## src/rtl/core/mms_pkg.sv

```systemverilog
`default_nettype none

package mms_pkg;

  // default store depth
  localparam int MAX_ITEMS_DEF = 32;

  // field widths
  localparam int VALUE_W  = 16;
  localparam int MEDIAN_W = 17;
  localparam int MEAN_W   = 20;
  localparam int COUNT_W  = 6;

  // Q12.4 sum to Q12.8 mean
  localparam int FRAC_SHIFT = 4;

  // one input word
  typedef struct packed {
    logic [VALUE_W-1:0] value;
    logic               has_value;
    logic               last;
  } item_t;

  // one result word
  typedef struct packed {
    logic [MEDIAN_W-1:0] median;
    logic [MEAN_W-1:0]   mean;
    logic [COUNT_W-1:0]  count;
    logic                empty_res;
    logic                overflow;
  } result_t;

endpackage

`default_nettype wire

```

## src/rtl/core/mms_ram.sv

```systemverilog
`default_nettype none

module mms_ram #(
  parameter int WIDTH = 16,
  parameter int DEPTH = 32
) (
  input  logic                     clk,
  input  logic                     we,
  input  logic [$clog2(DEPTH)-1:0] waddr,
  input  logic [WIDTH-1:0]         wdata,
  input  logic [$clog2(DEPTH)-1:0] raddr,
  output logic [WIDTH-1:0]         rdata
);

  logic [WIDTH-1:0] mem [DEPTH];

  // one write port, registered read port
  always_ff @(posedge clk) begin
    if (we) begin
      mem[waddr] <= wdata;
    end
    rdata <= mem[raddr];
  end

endmodule

`default_nettype wire

```

## src/rtl/core/median_and_mean_of_set.sv

```systemverilog
`default_nettype none

// Median and mean of a set of unsigned Q12.4 values.
// Input channel: a word (item) is taken at a rising edge with start high and
// busy low. Words without last are stored on arrival, so a new word can
// follow every cycle. A word with last closes the set; its value is stored
// first when has_value is set. Values beyond MAX_ITEMS are dropped and the
// result's overflow bit reports it.
// After last, busy stays high while the set is bubble-sorted in the store RAM
// (one compare per cycle, at most n passes), the median is read and the mean
// is computed by a restoring divider at one quotient bit per cycle.
// An empty set answers in the cycle after last with zeros and empty_res.
// Result channel: done is high for exactly one cycle with result valid; the
// receiver cannot stall it. busy falls in the same cycle.
// Reset (rst, synchronous) empties the set and returns to idle; store
// contents are not cleared since only written entries are ever read.

module median_and_mean_of_set #(
  parameter int MAX_ITEMS = mms_pkg::MAX_ITEMS_DEF
) (
  input  logic              clk,
  input  logic              rst,
  input  logic              start,
  input  mms_pkg::item_t    item,
  output logic              busy,
  output logic              done,
  output mms_pkg::result_t  result
);
  import mms_pkg::*;

  localparam int CNT_W = $clog2(MAX_ITEMS + 1);
  localparam int IDX_W = $clog2(MAX_ITEMS);
  localparam int SUM_W = VALUE_W + CNT_W;
  localparam int DW    = SUM_W + FRAC_SHIFT;
  localparam int BIT_W = $clog2(DW);

  typedef enum logic [7:0] {
    S_IDLE  = 8'b0000_0001,
    S_FIRST = 8'b0000_0010,
    S_CMP   = 8'b0000_0100,
    S_END   = 8'b0000_1000,
    S_MSEL  = 8'b0001_0000,
    S_MLO   = 8'b0010_0000,
    S_MHI   = 8'b0100_0000,
    S_DIV   = 8'b1000_0000
  } state_t;

  state_t              state, state_next;
  logic [CNT_W-1:0]    cnt, cnt_next;
  logic                dropped, dropped_next;
  logic [SUM_W-1:0]    sum, sum_next;
  logic [IDX_W-1:0]    idx, idx_next;
  logic [VALUE_W-1:0]  held, held_next;
  logic                swapped, swapped_next;
  logic [MEDIAN_W-1:0] med, med_next;
  logic [DW-1:0]       quo, quo_next;
  logic [CNT_W-1:0]    rem, rem_next;
  logic [BIT_W-1:0]    bitcnt, bitcnt_next;
  logic                done_next;
  result_t             result_next;

  logic                we;
  logic [IDX_W-1:0]    waddr, raddr;
  logic [VALUE_W-1:0]  wdata, rdata;

  logic                accept;
  logic                room;
  logic [IDX_W-1:0]    mid, mid_lo;
  logic [CNT_W:0]      sh;
  logic                ge;

  mms_ram #(
    .WIDTH (VALUE_W),
    .DEPTH (MAX_ITEMS)
  ) u_store (
    .clk   (clk),
    .we    (we),
    .waddr (waddr),
    .wdata (wdata),
    .raddr (raddr),
    .rdata (rdata)
  );

  assign busy   = (state != S_IDLE);
  assign accept = start && !busy;
  assign room   = (cnt < CNT_W'(MAX_ITEMS));
  assign mid    = IDX_W'(cnt >> 1);
  assign mid_lo = mid - 1'b1;

  // restoring divide step: one quotient bit
  assign sh = {rem, quo[DW-1]};
  assign ge = (sh >= {1'b0, cnt});

  // sequencer and datapath next values
  always_comb begin
    state_next   = state;
    cnt_next     = cnt;
    dropped_next = dropped;
    sum_next     = sum;
    idx_next     = idx;
    held_next    = held;
    swapped_next = swapped;
    med_next     = med;
    quo_next     = quo;
    rem_next     = rem;
    bitcnt_next  = bitcnt;
    done_next    = 1'b0;
    result_next  = result;
    we           = 1'b0;
    waddr        = idx;
    wdata        = held;
    raddr        = '0;

    unique case (state)
      S_IDLE: begin
        if (accept) begin
          // store the value if there is room
          if (item.has_value) begin
            if (room) begin
              we       = 1'b1;
              waddr    = IDX_W'(cnt);
              wdata    = item.value;
              cnt_next = cnt + 1'b1;
              sum_next = sum + SUM_W'(item.value);
            end else begin
              dropped_next = 1'b1;
            end
          end
          // close the set
          if (item.last) begin
            if (cnt_next == '0) begin
              result_next = '{median: '0, mean: '0, count: '0,
                              empty_res: 1'b1, overflow: dropped_next};
              done_next    = 1'b1;
              cnt_next     = '0;
              dropped_next = 1'b0;
              sum_next     = '0;
            end else if (cnt_next == CNT_W'(1)) begin
              state_next = S_MSEL;
            end else begin
              raddr        = '0;
              swapped_next = 1'b0;
              state_next   = S_FIRST;
            end
          end
        end
      end
      S_FIRST: begin
        // first entry of a pass becomes the carried value
        held_next  = rdata;
        idx_next   = '0;
        raddr      = IDX_W'(1);
        state_next = S_CMP;
      end
      S_CMP: begin
        // keep the larger value moving up, write the smaller one back
        we    = 1'b1;
        waddr = idx;
        if (held > rdata) begin
          wdata        = rdata;
          swapped_next = 1'b1;
        end else begin
          wdata     = held;
          held_next = rdata;
        end
        idx_next = idx + 1'b1;
        if ((CNT_W'(idx) + CNT_W'(2)) == cnt) begin
          state_next = S_END;
        end else begin
          raddr = IDX_W'(idx + 2'd2);
        end
      end
      S_END: begin
        // largest of the pass lands at the top
        we    = 1'b1;
        waddr = IDX_W'(cnt - 1'b1);
        wdata = held;
        if (swapped) begin
          swapped_next = 1'b0;
          raddr        = '0;
          state_next   = S_FIRST;
        end else begin
          state_next = S_MSEL;
        end
      end
      S_MSEL: begin
        raddr      = cnt[0] ? mid : mid_lo;
        state_next = S_MLO;
      end
      S_MLO: begin
        if (cnt[0]) begin
          med_next    = {rdata, 1'b0};
          quo_next    = {sum, {FRAC_SHIFT{1'b0}}};
          rem_next    = '0;
          bitcnt_next = BIT_W'(DW - 1);
          state_next  = S_DIV;
        end else begin
          med_next   = MEDIAN_W'(rdata);
          raddr      = mid;
          state_next = S_MHI;
        end
      end
      S_MHI: begin
        // sum of the two middle entries is their average in Q12.5
        med_next    = med + MEDIAN_W'(rdata);
        quo_next    = {sum, {FRAC_SHIFT{1'b0}}};
        rem_next    = '0;
        bitcnt_next = BIT_W'(DW - 1);
        state_next  = S_DIV;
      end
      S_DIV: begin
        rem_next    = ge ? CNT_W'(sh - {1'b0, cnt}) : CNT_W'(sh);
        quo_next    = {quo[DW-2:0], ge};
        bitcnt_next = bitcnt - 1'b1;
        if (bitcnt == '0) begin
          result_next = '{median: med, mean: MEAN_W'(quo_next),
                          count: COUNT_W'(cnt), empty_res: 1'b0,
                          overflow: dropped};
          done_next    = 1'b1;
          cnt_next     = '0;
          dropped_next = 1'b0;
          sum_next     = '0;
          state_next   = S_IDLE;
        end
      end
      default: begin
        state_next = S_IDLE;
      end
    endcase
  end

  // control registers
  always_ff @(posedge clk) begin
    if (rst) begin
      state   <= S_IDLE;
      cnt     <= '0;
      dropped <= 1'b0;
      sum     <= '0;
      swapped <= 1'b0;
      done    <= 1'b0;
    end else begin
      state   <= state_next;
      cnt     <= cnt_next;
      dropped <= dropped_next;
      sum     <= sum_next;
      swapped <= swapped_next;
      done    <= done_next;
    end
  end

  // payload registers
  always_ff @(posedge clk) begin
    idx    <= idx_next;
    held   <= held_next;
    med    <= med_next;
    quo    <= quo_next;
    rem    <= rem_next;
    bitcnt <= bitcnt_next;
    result <= result_next;
  end

endmodule

`default_nettype wire

```

## config.mk

```make
export PLATFORM = sky130hd
export DESIGN_NAME = median_and_mean_of_set
export DESIGN_NICKNAME = d
export VERILOG_FILES = /design/src/rtl/core/mms_pkg.sv /design/src/rtl/core/mms_ram.sv /design/src/rtl/core/median_and_mean_of_set.sv
export SDC_FILE = /design/constraint.sdc
export NUM_CORES = 1
export LEC_CHECK = 0
export BUFFER_PORTS_ARGS = -buffer_cell sky130_fd_sc_hd__buf_4
export CORE_MARGIN = 2
export CORE_UTILIZATION = 35
export CTS_CLUSTER_DIAMETER = 120
export DETAILED_ROUTE_END_ITERATION = 7
export PLACE_DENSITY = 0.54
export SLEW_MARGIN = 20
export SYNTH_ARGS = -nofsm -noshare
export SYNTH_HDL_FRONTEND = slang
export SYNTH_SLANG_ARGS = --single-unit
```

## constraint.sdc

```tcl
create_clock -name clk -period 3.7 [get_ports clk]
set_input_delay 0.37 -clock clk [delete_from_list [all_inputs] [get_ports clk]]
set_output_delay 0.37 -clock clk [all_outputs]
set_load 0.05 [all_outputs]
```

Word-level counts from Yosys, hierarchy flattened
Memory sizes are Yosys's and may differ from the RTL's. A register that Yosys moved wholly into a read port is not among the register bits.
Cells that the tools add are included.
W data, S select, Z words.
- bits in registers: 159
- bits in latches: 0
- RAM bits: 512
- memory bits (read-only): 0
- bits of input ports: 21
- output and inout port bits: 47
- word-level logic and storage cells: 147
- memories kept: 1
- memories (memory ; words ; width ; rd ports ; clocked after Yosys merged registers in ; wr ports ; line ; text):
    u_store.mem ; 32 ; 16 ; 1 ; 1 ; 1 ; mms_ram.sv:15 ; logic [WIDTH-1:0] mem [DEPTH];
- add/sub/neg operators: 10
- multipliers: 0
- div/mod/pow operators: 0
- order comparisons: 3
- equal/unequal tests: 21
- shift-type cells: 0
- muxes and demuxes: 79
- bitwise logic cells: 0
- reductions and logical operators: 16
- operators by type and width (kind ; number):
    $mux W45 ; 4
    $mux W22 ; 6
    $pmux W45 S2 ; 1
    $mux W16 ; 5
    $pmux W26 S3 ; 1
    $pmux W16 S2 ; 2
    $pmux W8 S8 ; 1
    $mux W6 ; 10
    $mux W8 ; 6
    $mux W5 ; 9
    $pmux W22 S2 ; 1
    $pmux W17 S2 ; 1
    $mux W26 ; 1
    $add A22 B16 Y22 ; 1
    $mux W1 ; 20
    $ne A2 B2 Y1 const B ; 10
    $pmux W5 S2 ; 2
    $pmux W5 S4 ; 1
    $pmux W6 S3 ; 1
    $add A17 B16 Y17 ; 1
    $mux W17 ; 1
    $gt A16 B16 Y1 ; 1
    $pmux W5 S3 ; 1
    $sub A5 B1 Y5 const B ; 3
    other kinds (32) ; 39

Depth between registers and ports, before layout
Gate-level depths: netlist (run 1).
- depth after elaboration: 11
- depth in mapped cells: 13
- gate-level depth less buffers: 12

By module
A second synthesis (run 1) with hierarchy kept.
- cell total of the unflattened synthesis: 2068
- area total of the unflattened synthesis: 29904.9 µm²
- modules (own cells, without submodules) (module ; times used ; cells an instance ; area an instance (µm²)):
    mms_ram ; 1 ; 1143 ; 20534.7
    median_and_mean_of_set ; 1 ; 925 ; 9370.2

Least setup slack after synthesis (run 1)
Ideal clock, no wire load.
- kind: register -> register
- start: register state[7]
- end: memory u_store.mem[18][0], enable pin
- library setup time: 388 ps
- arrival time: 3192 ps
- required time: 3312 ps
- slack: 119 ps
- stages on the path, launching flop included: 10
- path buffers: 1
- period minus slack after synthesis: 3581 ps
- cells stage by stage: dfxtp_1 > or4_4 > or4_1 > buf_2 > nor2_4 > nor2_1 > a21oi_2 > nand2_1 > or3_1 > nor2_1
- cells in the longest elaborated chain, start to end: 7
- elaborated cells on any way between the ends: 13
- those cells by class: eq/ne: 4; mux: 6; reduce/logical: 3
- RTL lines (what ; line ; text):
    start: declaration ; median_and_mean_of_set.sv:48 ; state_t state, state_next;
    start signal: assignment ; median_and_mean_of_set.sv:242 ; state <= state_next;
    $ne A8 B1 Y1 ; median_and_mean_of_set.sv:84 ; assign busy = (state != S_IDLE);
    $logic_not A1 Y1 ; median_and_mean_of_set.sv:85 ; assign accept = start && !busy;
    $logic_and A1 B1 Y1 ; median_and_mean_of_set.sv:85 ;
    $mux W1 ; median_and_mean_of_set.sv:116 ; if (accept) begin
    $pmux W1 S2 ; median_and_mean_of_set.sv:114 ; unique case (state)
    $mux W1 ; mms_ram.sv:19 ; if (we) begin
    $mux W1 (implied by the code) ; mms_ram.sv:20 ; mem[waddr] <= wdata;
    end: declaration ; mms_ram.sv:15 ;
Parallel ways exist; a longest one is shown, timed or not.

Worst setup path in the final report (run 1)
- start: register state[7]
- end: register u_store.rdata[0], read port of u_store.mem
- cells in the longest elaborated chain, start to end: 2
- elaborated cells on any way between the ends: 5
- those cells by class: eq/ne: 4; mux: 1
- RTL lines (what ; line ; text):
    $eq A8 B6 Y1, or another cell as far along ; median_and_mean_of_set.sv:114 ;
    $pmux W5 S4 * ; median_and_mean_of_set.sv:114 ;
    end: declaration ; mms_ram.sv:12 ; output logic [WIDTH-1:0] rdata
Mark *: on every way between the ends. The rest lies on a longest branch, timed or not.
A chain may end at the register's enable or synchronous reset.

==> impl_metrics.ini, run 1 <==
[layout]
syn_to_final_growth_pct = 19.9
drive_above_1_share = 0.157
layout_common_cells = 632 x edfxtp_1, 355 x nand2_1, 191 x buf_4, 136 x nor2_1, 98 x a211oi_1
num-fill-cells = 7857
n_antenna_cell = 0
fin_nets = 2643
final_common_cell = edfxtp_1
register_area_sq_um = 20100
multi_input_comb_area_sq_um = 9390
finish.instance_area_sq_um = 36100

[clocking]
cts_made_buffers = 78
clk_latency_ns = 0.63
cts_sinks = 687
h-tree-depth = 3
clockBufferDepth = 3
cts_tree = built
path_clk_slew_ns = 0.06
cts_hold_repair.buffers = 0
cts_root_buffer = clkbuf_16

[worst_setup_path]
r2r_slack_ns = 0.13
critical_path.max_stage_delay_ns = 0.59
timing_worst_setup_path_type = reg2reg
cp_data_required_time_ns = 4.17
arrival_ns = 4.04
cp_common_cell = buf_4
cp-startpoint = state[7]$_SDFFE_PP0P_
critPathSlowestCell = or4_4
path_cells = or4_4 -> or3_4 -> o32a_1 -> buf_4 -> nor2_1 -> nand2_2 -> buf_4 -> o22ai_1 -> nor4_1
path_delay_family = simple AND/OR/NAND/NOR gates
cp-end-kind = flip-flop
crit-reg2reg-launch = state[7]$_SDFFE_PP0P_
path_buf_inv = 2
crit_fanout = 13
crit_path_start_kind = flip-flop

[die]
rows = 107
core_area_sq_um = 85300
start_util = 0.353
io_pins = 68
dieArea_sq_um = 88400
die_w_um = 297
fp.dieH_um = 297

[sta]
drv_slew = 0
maxSlewHeadroom = 0.381
period_needed_ns = 3.57
finalCritPeriodShare = 0.965
report.final.hold_viol_count = 0
grt_setup_unrepaired = no
fmax_mhz = 280
fin_skew_ns = 0.0239
finalSetupViolCount = 0
tightest_slew_ns = 0.918
holdWs_ns = 0.127
tns_ns = 0
fin_ws_ns = 0.129

[power_and_ir_drop]
vdd_drop_max_v = 0.000423
power_density_nw_per_um2 = 570
p_leak_nw = 12.7
total_power_mw = 20.6

[global_routing]
gr-total-overflow = 0
grt_start_max_net_pins = 72
grt_use_total = 0.184
grt_first_pass_wirelength_um = 125000
grt_pass1_vias = 19600
antenna_found_initial = 0

[routing]
vias = 20000
routed_wl_um = 83000
ant_nets = 0
avgRoutedWirePerCell_um = 22.1
detail_route.first_pass.iterations = 5
drc_errors = 0
vias_per_cell = 5.33
drt_iter0_markers = 1491

[logic_synthesis]
ys.warnings.count = 0
seq_area_frac_synth = 0.667
synthFlopType = edfxtp_1
syn_inst = 2359
synth.distinct_cells = 84
avgSynthCellArea_sq_um = 12.8
ys_ff_latch = 687
synth_area_sq_um = 30100
synth_nets = 2447
synth-async-reset-ratio = 0
synth-edff-count = 632

[placement]
dpl_cell_area_sq_um = 33300
port_buffers = 67
post-place-ws_ns = -0.275
dp_hpwl_um = 53600
globalplace.congestion = 0.897

[job]
max_cap_violations = 0

[outcome]
run_status = finished, final reports clean

[worst_hold_path]
hold_path_class = in2reg
hold_start = item[1]
## per-stage QoR
stage / util / std cells
global placement: 0.391 / 3603
CTS: 0.421 / 3747
floorplan: - / 2359
finish: 0.424 / 3763
global route: 0.424 / 3763
detailed placement: 0.391 / 3603
## area by class of cell
| type | count | area share |
|---|---|---|
| Sequential cell | 687 | 0.556 |
| Multi-Input combinational cell | 1495 | 0.260 |
| Timing Repair Buffer | 247 | 0.0704 |
| Clock buffer | 107 | 0.0608 |
| Tap cell | 1144 | 0.0396 |
| Clock inverter | 37 | 0.00849 |
| Inverter | 46 | 0.00478 |
## sequential cells by signal (all words and copies together), names as in the netlist
register	flops
swapped	1
u_store.rdata	16
held	16
rem	6
dropped	1
u_store.mem	512
sum	22
idx	5
med	17
done	1
quo	26
cnt	6
state	8
result	45
bitcnt	5
## worst min-delay path: cells and delay by family
| kind | cells | cell delay, ns |
|---|---|---|
| buffers and inverters | 1 | 0.15 |
| and+or+nand+nor | 1 | 0.08 |
| AOI/OAI and AO/OA | 1 | 0.11 |
## cells in the mapped netlist (25+ instances only)
| library cell | count | area share |
|---|---|---|
| o21ai_0 | 48 | 0.0080 |
| nand2_1 | 356 | 0.044 |
| nor2b_1 | 70 | 0.015 |
| dfxtp_1 | 55 | 0.037 |
| a211oi_1 | 99 | 0.025 |
| mux2i_1 | 53 | 0.018 |
| inv_1 | 45 | 0.0056 |
| nor2_1 | 136 | 0.017 |
| a31oi_1 | 94 | 0.020 |
| buf_2 | 55 | 0.0091 |
| edfxtp_1 | 632 | 0.63 |
| a21oi_1 | 96 | 0.016 |
| a21o_1 | 25 | 0.0062 |
| and2_1 | 68 | 0.014 |
| o22ai_1 | 51 | 0.011 |
| ha_1 | 64 | 0.027 |
| and3_1 | 43 | 0.0089 |
| clkbuf_1 | 57 | 0.0071 |
## routing by layer
metal | part of all wire | global-route usage | vias to the layer above
met5 | 0 | 0 | -
met4 | 0.030 | 0.0601 | 0
met3 | 0.048 | 0.0258 | 139
met2 | 0.48 | 0.303 | 555
met1 | 0.45 | 0.250 | 10000
li1 | - | - | 9307
## what timing repair did
item,CTS,global route
setup endpoints to repair,7,670
setup buffers,0,13
resized for setup,10,14
cloned,0,3
pin swaps,1,7
## final timing paths
path                                                  to  cells after the start
worst max register to register  u_store.rdata[0]$_DFF_P_                      9
worst min register to register      dropped$_SDFFE_PP0P_                      2
worst max-delay path            u_store.rdata[0]$_DFF_P_                      9
worst min-delay path                dropped$_SDFFE_PP0P_                      3
## power breakdown
group / internal [mW] / switching (mW)
Sequential: 9.07 / 0.165
Clock: 4.45 / 3.08
Combinational: 1.31 / 2.51
Total: 14.8 / 5.76
## kinds of logic after synthesis
family,synth area share
AND/OR/NAND/NOR,0.128
flip-flops,0.667
AO/OA/AOI/OAI,0.121
buffers and inverters,0.0269
adder cells (fa/ha/maj),0.0286
multiplexers,0.0184
XOR/XNOR,0.0102
Note: power is estimated with default switching activity, not from simulation.
==> run 2, diff against run 1 <==
Settings changed: SETUP_SLACK_MARGIN from default to 0.4.
==> impl_metrics.ini, run 2 (synthesis results as in run 1) <==
[placement]
post-place-ws_ns = 0.0141
dpl_cell_area_sq_um = 33200
port_buffers = 67
dp_hpwl_um = 53800
globalplace.congestion = 0.913
dp.cells = 3599

[sta]
finalCritPeriodShare = 0.887
report.final.hold_viol_count = 0
drv_slew = 0
fin_ws_ns = 0.419
tightest_slew_ns = 0.856
maxSlewHeadroom = 0.429
holdWs_ns = 0.107
tns_ns = 0
period_needed_ns = 3.28
grt_setup_unrepaired = yes
finalSetupViolCount = 0
fmax_mhz = 305
fin_skew_ns = 0.0292

[power_and_ir_drop]
total_power_mw = 20.7
p_comb_frac = 0.196
p_int_mw = 14.8
sw_frac_of_total = 0.285
p_leak_nw = 13.0
p_switching_mw = 5.91
vdd_drop_max_v = 0.000345
p_clk_frac = 0.357
seq_power_share = 0.447
power_density_nw_per_um2 = 562

[job]
max_cap_violations = 0

[worst_setup_path]
timing_worst_setup_path_type = reg2reg
crit-reg2reg-launch = state[6]$_SDFFE_PP0P_
crit_fanout = 15
arrival_ns = 3.85
r2r_slack_ns = 0.42
r2r_end = u_store.rdata[10]$_DFF_P_
cp_data_required_time_ns = 4.27
crit_path_start_kind = flip-flop
worst_r2r_path_depth = 9
cp-end-kind = flip-flop

[global_routing]
antenna_found_initial = 3
gr-total-overflow = 0
grt_start_max_net_pins = 47
grt_use_total = 0.188
grt_pass1_vias = 19800
grt_first_pass_wirelength_um = 127000

[routing]
detail_route.first_pass.iterations = 7
routed_wl_um = 86100
vias = 20300
top_layer = met5
avgRoutedWirePerCell_um = 22.8
wl_met1_um = 37600
drc_errors = 0
vias_per_cell = 5.38
ant_nets = 0
met2_length_um = 40500
dr_wl_met3_um = 5100
drt_iter0_markers = 1749

[die]
io_pins = 68
die_w_um = 297
core_area_sq_um = 85300
dieArea_sq_um = 88400
start_util = 0.353
fp.dieH_um = 297
rows = 107

[worst_hold_path]
min_to = dropped$_SDFFE_PP0P_
hold_depth = 3
hold_start = item[1]
hold_path_class = in2reg

[clocking]
cts_made_buffers = 73
cts_tree = built
clk_latency_ns = 0.65
cts_root_buffer = clkbuf_16
path_clk_slew_ns = 0.07
cts_sinks = 687
h-tree-depth = 3
clockBufferDepth = 3

[outcome]
run_status = finished, final reports clean

[layout]
syn_to_final_growth_pct = 22.4
finish.instance_area_sq_um = 36900
final_common_cell = edfxtp_1
num-fill-cells = 7761
fin_nets = 2658
regMostFlops = u_store.mem
largest_reg_flops = 512
layout_common_cells = 632 x edfxtp_1, 350 x nand2_1, 191 x buf_4, 117 x nor2_1, 99 x a211oi_1
final_util = 0.432
drive_above_1_share = 0.199
stdcell_count = 3774
reg_top3 = u_store.mem: 512 flops, result: 45 flops, quo: 26 flops
[run 2: cell count changes in the layout (fill, tap and decap cells not counted), moves of 10 or more]
cell / before / now
nor2_1: 136 / 117
nor2_2: 0 / 15
dfxtp_1: 53 / 42
o22ai_2: 6 / 18
dfxtp_2: 2 / 12
a221o_1: 16 / 6
o22ai_1: 44 / 33
buf_6: 3 / 14
[run 2: critical path: stages, from the launching register on]
cell	delay, ns
dfxtp_1	0.34
or4_4	0.60
or3_4	0.39
a311o_1	0.39
o211ai_4	0.15
buf_4	0.28
nand3_2	0.38
a211oi_1	0.45
nor4_1	0.11
o211ai_1	0.10
[run 2: timing repair]
action | 4_1_cts | 5_1_grt
buffers inserted | 9 | 19
resized for setup | 44 | 104
gates cloned | 4 | 8
hold buffers | 0 | 0
setup endpoints to repair | 535 | 883
pin swaps | 7 | 22
[run 2: power by group through the flow]
| stage | Sequential [mW] | Combinational, mW | Clock (mW) |
|---|---|---|---|
| 2_1_floorplan | 9.50 | 2.06 | 0 |
| 6_report | 9.26 | 4.06 | 7.40 |
| 5_1_grt | 9.27 | 4.38 | 7.84 |
| 4_1_cts | 9.25 | 3.84 | 7.55 |
| 3_3_place_gp | 9.41 | 3.65 | 0 |
| 3_5_place_dp | 9.41 | 3.71 | 0 |
[run 2: cell type report]
class	count	area (sq um)	area share
diodes	1	2.50	0.0000678
clock buffers	88	1920	0.0522
clock inverters	46	503	0.0136
inverters	46	173	0.00468
multi-input cells	1495	9840	0.267
flip-flops and latches	687	20100	0.545
well taps	1144	1430	0.0388
repair buffers	267	2920	0.0790
[run 2: worst max path at each step]
stage,start,end,slack [ns],cells after the start
final,state[6]$_SDFFE_PP0P_,u_store.rdata[10]$_DFF_P_,0.42,9
after global routing,u_store.rdata[0]$_DFF_P_,med[16]$_DFFE_PP_,0.24,13
after CTS,state[1]$_SDFFE_PP0P_,u_store.rdata[10]$_DFF_P_,0.35,9
after detailed placement,idx[2]$_SDFFCE_PN0P_,u_store.rdata[6]$_DFF_P_,0.01,11
after global placement,idx[2]$_SDFFCE_PN0P_,u_store.rdata[6]$_DFF_P_,0.12,11
after floorplan,state[7]$_SDFFE_PP0P_,u_store.mem[5][0]$_DFFE_PP_,0.29,10
[run 2: layer usage]
layer	vias to the layer above	track usage
li1	9364	-
met2	627	0.305
met1	10200	0.254
met4	2	0.0628
met5	-	0
met3	157	0.0368
